File: src/hdl/assert_macros.svh
`ifndef ASSERT_MACROS_SVH
`define ASSERT_MACROS_SVH

`ifndef NO_ASSERTIONS

`define ASSERT_CLKED(lbl, clk, rst_n, prop) \
	lbl: assert property (@(posedge clk) disable iff (!rst_n) prop) \
		else $error("assertion failed");

`define ASSERT_NEVER(lbl, clk, rst_n, expr) \
	`ASSERT_CLKED(lbl, clk, rst_n, !(expr))

`else

`define ASSERT_CLKED(lbl, clk, rst_n, prop)

`define ASSERT_NEVER(lbl, clk, rst_n, expr)

`endif

`endif

File: src/hdl/lfc_pkg.sv
package lfc_pkg;

	localparam int SAMPLE_W = 16;
	localparam int CFG_W    = 13;
	localparam int QUOT_W   = 16;
	localparam int ACC_W    = SAMPLE_W + CFG_W + 1;
	localparam int CNT_W    = $clog2(QUOT_W);

	localparam logic [CFG_W-1:0] CFG_LEN_RESET = 13'd256;

	typedef struct packed {
		logic capture;
		logic load_step;
		logic rd_en;
		logic rd_p1;
		logic cap_s0;
		logic mul;
		logic sum;
		logic div_step;
		logic play_end;
		logic fade_end;
		logic zero_end;
		logic push;
	} lfc_cmd_t;

	typedef struct packed {
		logic op_load;
		logic play;
		logic fade;
		logic out_free;
	} lfc_sts_t;

endpackage

File: src/hdl/lfc_ctrl.sv
module lfc_ctrl import lfc_pkg::*; (
	input  logic     clk,
	input  logic     arst_n,
	input  logic     in_valid,
	output logic     in_ready,
	input  lfc_sts_t sts,
	output lfc_cmd_t cmd
);

	typedef enum logic [3:0] {
		ST_IDLE,
		ST_DISPATCH,
		ST_READ_NEW,
		ST_MUL,
		ST_SUM,
		ST_DIV,
		ST_FADE_END,
		ST_PLAY_END,
		ST_FINISH
	} state_t;

	state_t           state_q;
	logic [CNT_W-1:0] cnt_q;

	always_ff @(posedge clk or negedge arst_n) begin
		if (!arst_n) begin
			state_q <= ST_IDLE;
			cnt_q   <= '0;
		end else begin
			case (state_q)
				ST_IDLE: begin
					if (in_valid) state_q <= ST_DISPATCH;
				end
				ST_DISPATCH: begin
					if (sts.op_load) state_q <= ST_FINISH;
					else if (sts.fade) state_q <= ST_READ_NEW;
					else if (sts.play) state_q <= ST_PLAY_END;
					else state_q <= ST_FINISH;
				end
				ST_READ_NEW: state_q <= ST_MUL;
				ST_MUL:      state_q <= ST_SUM;
				ST_SUM: begin
					cnt_q   <= '0;
					state_q <= ST_DIV;
				end
				ST_DIV: begin
					if (cnt_q == CNT_W'(QUOT_W - 1)) state_q <= ST_FADE_END;
					else cnt_q <= cnt_q + CNT_W'(1);
				end
				ST_FADE_END: state_q <= ST_FINISH;
				ST_PLAY_END: state_q <= ST_FINISH;
				ST_FINISH: begin
					if (sts.out_free) state_q <= ST_IDLE;
				end
				default: state_q <= ST_IDLE;
			endcase
		end
	end

	always_comb begin
		cmd      = '0;
		in_ready = 1'b0;
		case (state_q)
			ST_IDLE: begin
				in_ready    = 1'b1;
				cmd.capture = in_valid;
			end
			ST_DISPATCH: begin
				if (sts.op_load) cmd.load_step = 1'b1;
				else if (sts.fade || sts.play) cmd.rd_en = 1'b1;
				else cmd.zero_end = 1'b1;
			end
			ST_READ_NEW: begin
				cmd.rd_en  = 1'b1;
				cmd.rd_p1  = 1'b1;
				cmd.cap_s0 = 1'b1;
			end
			ST_MUL:      cmd.mul = 1'b1;
			ST_SUM:      cmd.sum = 1'b1;
			ST_DIV:      cmd.div_step = 1'b1;
			ST_FADE_END: cmd.fade_end = 1'b1;
			ST_PLAY_END: cmd.play_end = 1'b1;
			ST_FINISH:   cmd.push = sts.out_free;
			default:     cmd = '0;
		endcase
	end

endmodule

File: config.mk
export PLATFORM = sky130hd
export DESIGN_NAME = lfc_ctrl
export DESIGN_NICKNAME = d
export VERILOG_FILES = /design/src/hdl/assert_macros.svh /design/src/hdl/lfc_pkg.sv /design/src/hdl/lfc_ctrl.sv
export SDC_FILE = /design/constraint.sdc
export NUM_CORES = 1
export LEC_CHECK = 0
export BUFFER_PORTS_ARGS = -buffer_cell sky130_fd_sc_hd__buf_2
export CAP_MARGIN = 15
export CORE_UTILIZATION = 40
export CTS_CLUSTER_DIAMETER = 80
export DETAILED_ROUTE_END_ITERATION = 8
export PLACE_DENSITY = 0.65
export SLEW_MARGIN = 20
export SYNTH_ARGS = -nofsm -noshare
export SYNTH_HDL_FRONTEND = slang
export SYNTH_SLANG_ARGS = --single-unit
File: constraint.sdc
create_clock -name clk -period 2.8 [get_ports clk]
set_input_delay 0.14 -clock clk [delete_from_list [all_inputs] [get_ports clk]]
set_output_delay 0.14 -clock clk [all_outputs]
set_load 0.01 [all_outputs]
==> reports/metrics.cfg <==
[run_status]
status = finished clean

[floorplanning]
io_pins = 20
fp.dieArea_um2 = 1700
rows = 13
die_h_um = 41.3
core_um2 = 1370
start_util_pct = 45.1
fp.dieW_um = 41.3

[synthesis]
syn_inst = 69
synth_area_um2 = 617
yosys-top-cells-area = dfrtp_1 (32%), mux2i_1 (4.9%), nor2_1 (4.9%)
synth_common_cells = dfrtp_1 (8), nor2_1 (8), nand2_1 (6), a21oi_1 (4), nand3_1 (4)
synth-edff-count = 0
yosys.area.top_type = dfrtp_1
yosys.area.top_type_share_pct = 32.5
ys_seq_area_share_pct = 32.5
synthArstFlopShare_pct = 100
yosys_warnings = 0
ys_ff_latch = 8
synth_area_per_cell_um2 = 8.94
ys_types = 33
synth-main-ff-cell = dfrtp_1
syn_nets = 77

[grt]
grt_max_degree = 16
grt_pass1_wl_mm = 1.79
grt_pass1_vias = 385
grtUsageTotal_pct = 17.1
busiest_layer = met1
grtUsageMet2_pct = 21.5
met3_usage_pct = 9.78
overflow = 0
antenna_found_initial = 0
gr-usage-met1_pct = 24.1

[cells_and_area]
nets = 97
antenna_cells = 0
seq_area_um2 = 200
final_cells = 102
utilization_pct = 52.1
multi_input_area_um2 = 358
post_route_cells_drive_above_1_share_pct = 33.3
area_growth_pct = 15.4
n_fill_cell = 130

[timing]
finalCritPeriodShare_pct = 66.2
final_max_slew_viol_count = 0
holdWs_ns = 0.175
skew_ns = 0.00210
worst_pin_slew_ns = 0.587
tns_ns = 0
grt_setup_unrepaired = false
finalHoldViolations = 0
clock.fmax_mhz = 539
worst_slack_ns = 0.946
layout_min_cycle_time_ns = 1.85
relSlewSlack_pct = 60.5
setup_viol = 0

[clock_tree]
clk_path_buf_depth = 2
clock_sinks = 8
cts_htree_levels = 1
root_buffer = clkbuf_4
tritoncts.num_buffers = 3
cts_tree = built
clk_pin_slew_ns = 0.05
clock_latency_ns = 0.25

[setup_path]
reg2reg_slack_ns = 0.97
startpoint_type = flip-flop
crit_type = flip-flop to primary output
slowest_delay_ns = 0.78
cp-end-kind = primary output
critPathBufInv = 2
worstPathMaxFanout = 11
crit_slowest_cell = or4b_2
critical_path_arrival_ns = 1.71
cp_top_family = simple AND/OR/NAND/NOR gates
cp_data_required_time_ns = 2.66
path_cells = or4b_2 -> inv_1 -> buf_2

[power_and_ir_drop]
leakage_nw = 0.374
vdd_drop_max_mv = 0.499
pwr_density_cell_nw_per_um2 = 923

[route]
ant_nets = 0
via_count = 533
wl_per_cell_um = 11.1
drcViolationCount = 0
drt-initial-drc-count = 18
avgViaCountPerCell = 5.23
wl_mm = 1.14
drt_first_pass_iters = 4

[placed_design]
dp_hpwl_um = 856
numPortBuffers = 19
dpl_worst_slack_ns = 0.977
place_inst = 98
gp_congestion = 0.814

[hold_path]
hold_path.class = primary input to flip-flop

[flow_run]
cap_viol_max_count = 0

power breakdown:
group          total [mW]  internal, mW  switching, mW
sequential          0.239         0.157         0.0822
combinational       0.332         0.167          0.164
clock              0.0867        0.0489         0.0378
cell type report:
type	instances	share of cell area [%]
Multi-Input combinational cell	54	50.3
Timing Repair Buffer	20	14.8
Sequential cell	8	28.1
Tap cell	15	2.64
Inverter	2	1.05
Clock buffer	3	3.16
per-stage QoR:
stage	cell area (µm²)	power, mW
2_1_floorplan	617	0.523
3_3_place_gp	679	0.568
3_5_place_dp	679	0.572
4_1_cts	712	0.663
5_1_grt	712	0.726
6_report	712	0.657
registers in the layout, summed over array words and instances (netlist names):
register	flops
state_q	4
cnt_q	4
cells in the final DEF, fill, tap and decap left out, types with 2 or more instances in the layout:
master    netlist  routed
a21oi_1         4       4
and3_1          2       2
buf_2           0      19
clkbuf_4        0       3
dfrtp_1         8       8
inv_1           2       2
mux2i_1         3       3
nand2_1         6       6
nand2b_1        2       2
nand3_1         4       4
nand3b_1        2       2
nor2_1          8       8
nor3_1          2       2
nor4_1          2       2
o21a_1          2       2
worst paths after layout:
kind                       depth (start not counted)         end        from
max                                                3      cmd[5]  state_q[3]
min                                                3  state_q[3]      sts[0]
max reg2reg                                        3  state_q[1]  state_q[3]
min reg2reg                                        1    cnt_q[3]    cnt_q[3]
max in group asynchronous                          2  state_q[0]      arst_n
min in group asynchronous                          2    cnt_q[1]      arst_n
routing by layer:
| metal | up-vias | share of wire, % |
|---|---|---|
| met5 | - | 0 |
| met2 | 12 | 43 |
| met1 | 235 | 51 |
| met3 | 0 | 6.1 |
| li1 | 286 | - |
| met4 | 0 | 0 |
repair_timing:
action                                 in CTS  in global routing
setup buffers                               0                  0
endpoints found under the hold margin       8                  0
gates resized for setup                     0                  0
hold buffers                                1                  0
logic make-up (layout without fill, tap and decap cells):
kind of cell / after synthesis / after routing / synth area share (%)
buf+inv: 7 / 25 / 9.53
fa+ha+maj: 1 / 1 / 2.03
mux: 3 / 3 / 4.87
compound gates: 12 / 12 / 14.8
simple gates: 38 / 38 / 36.3
flops: 8 / 8 / 32.5
worst min-delay path, cell delays in order:
cell and delay, ns:
buf_2 0.08, nand3b_1 0.10, o41ai_1 0.07
(Power assumes the default switching activity.)
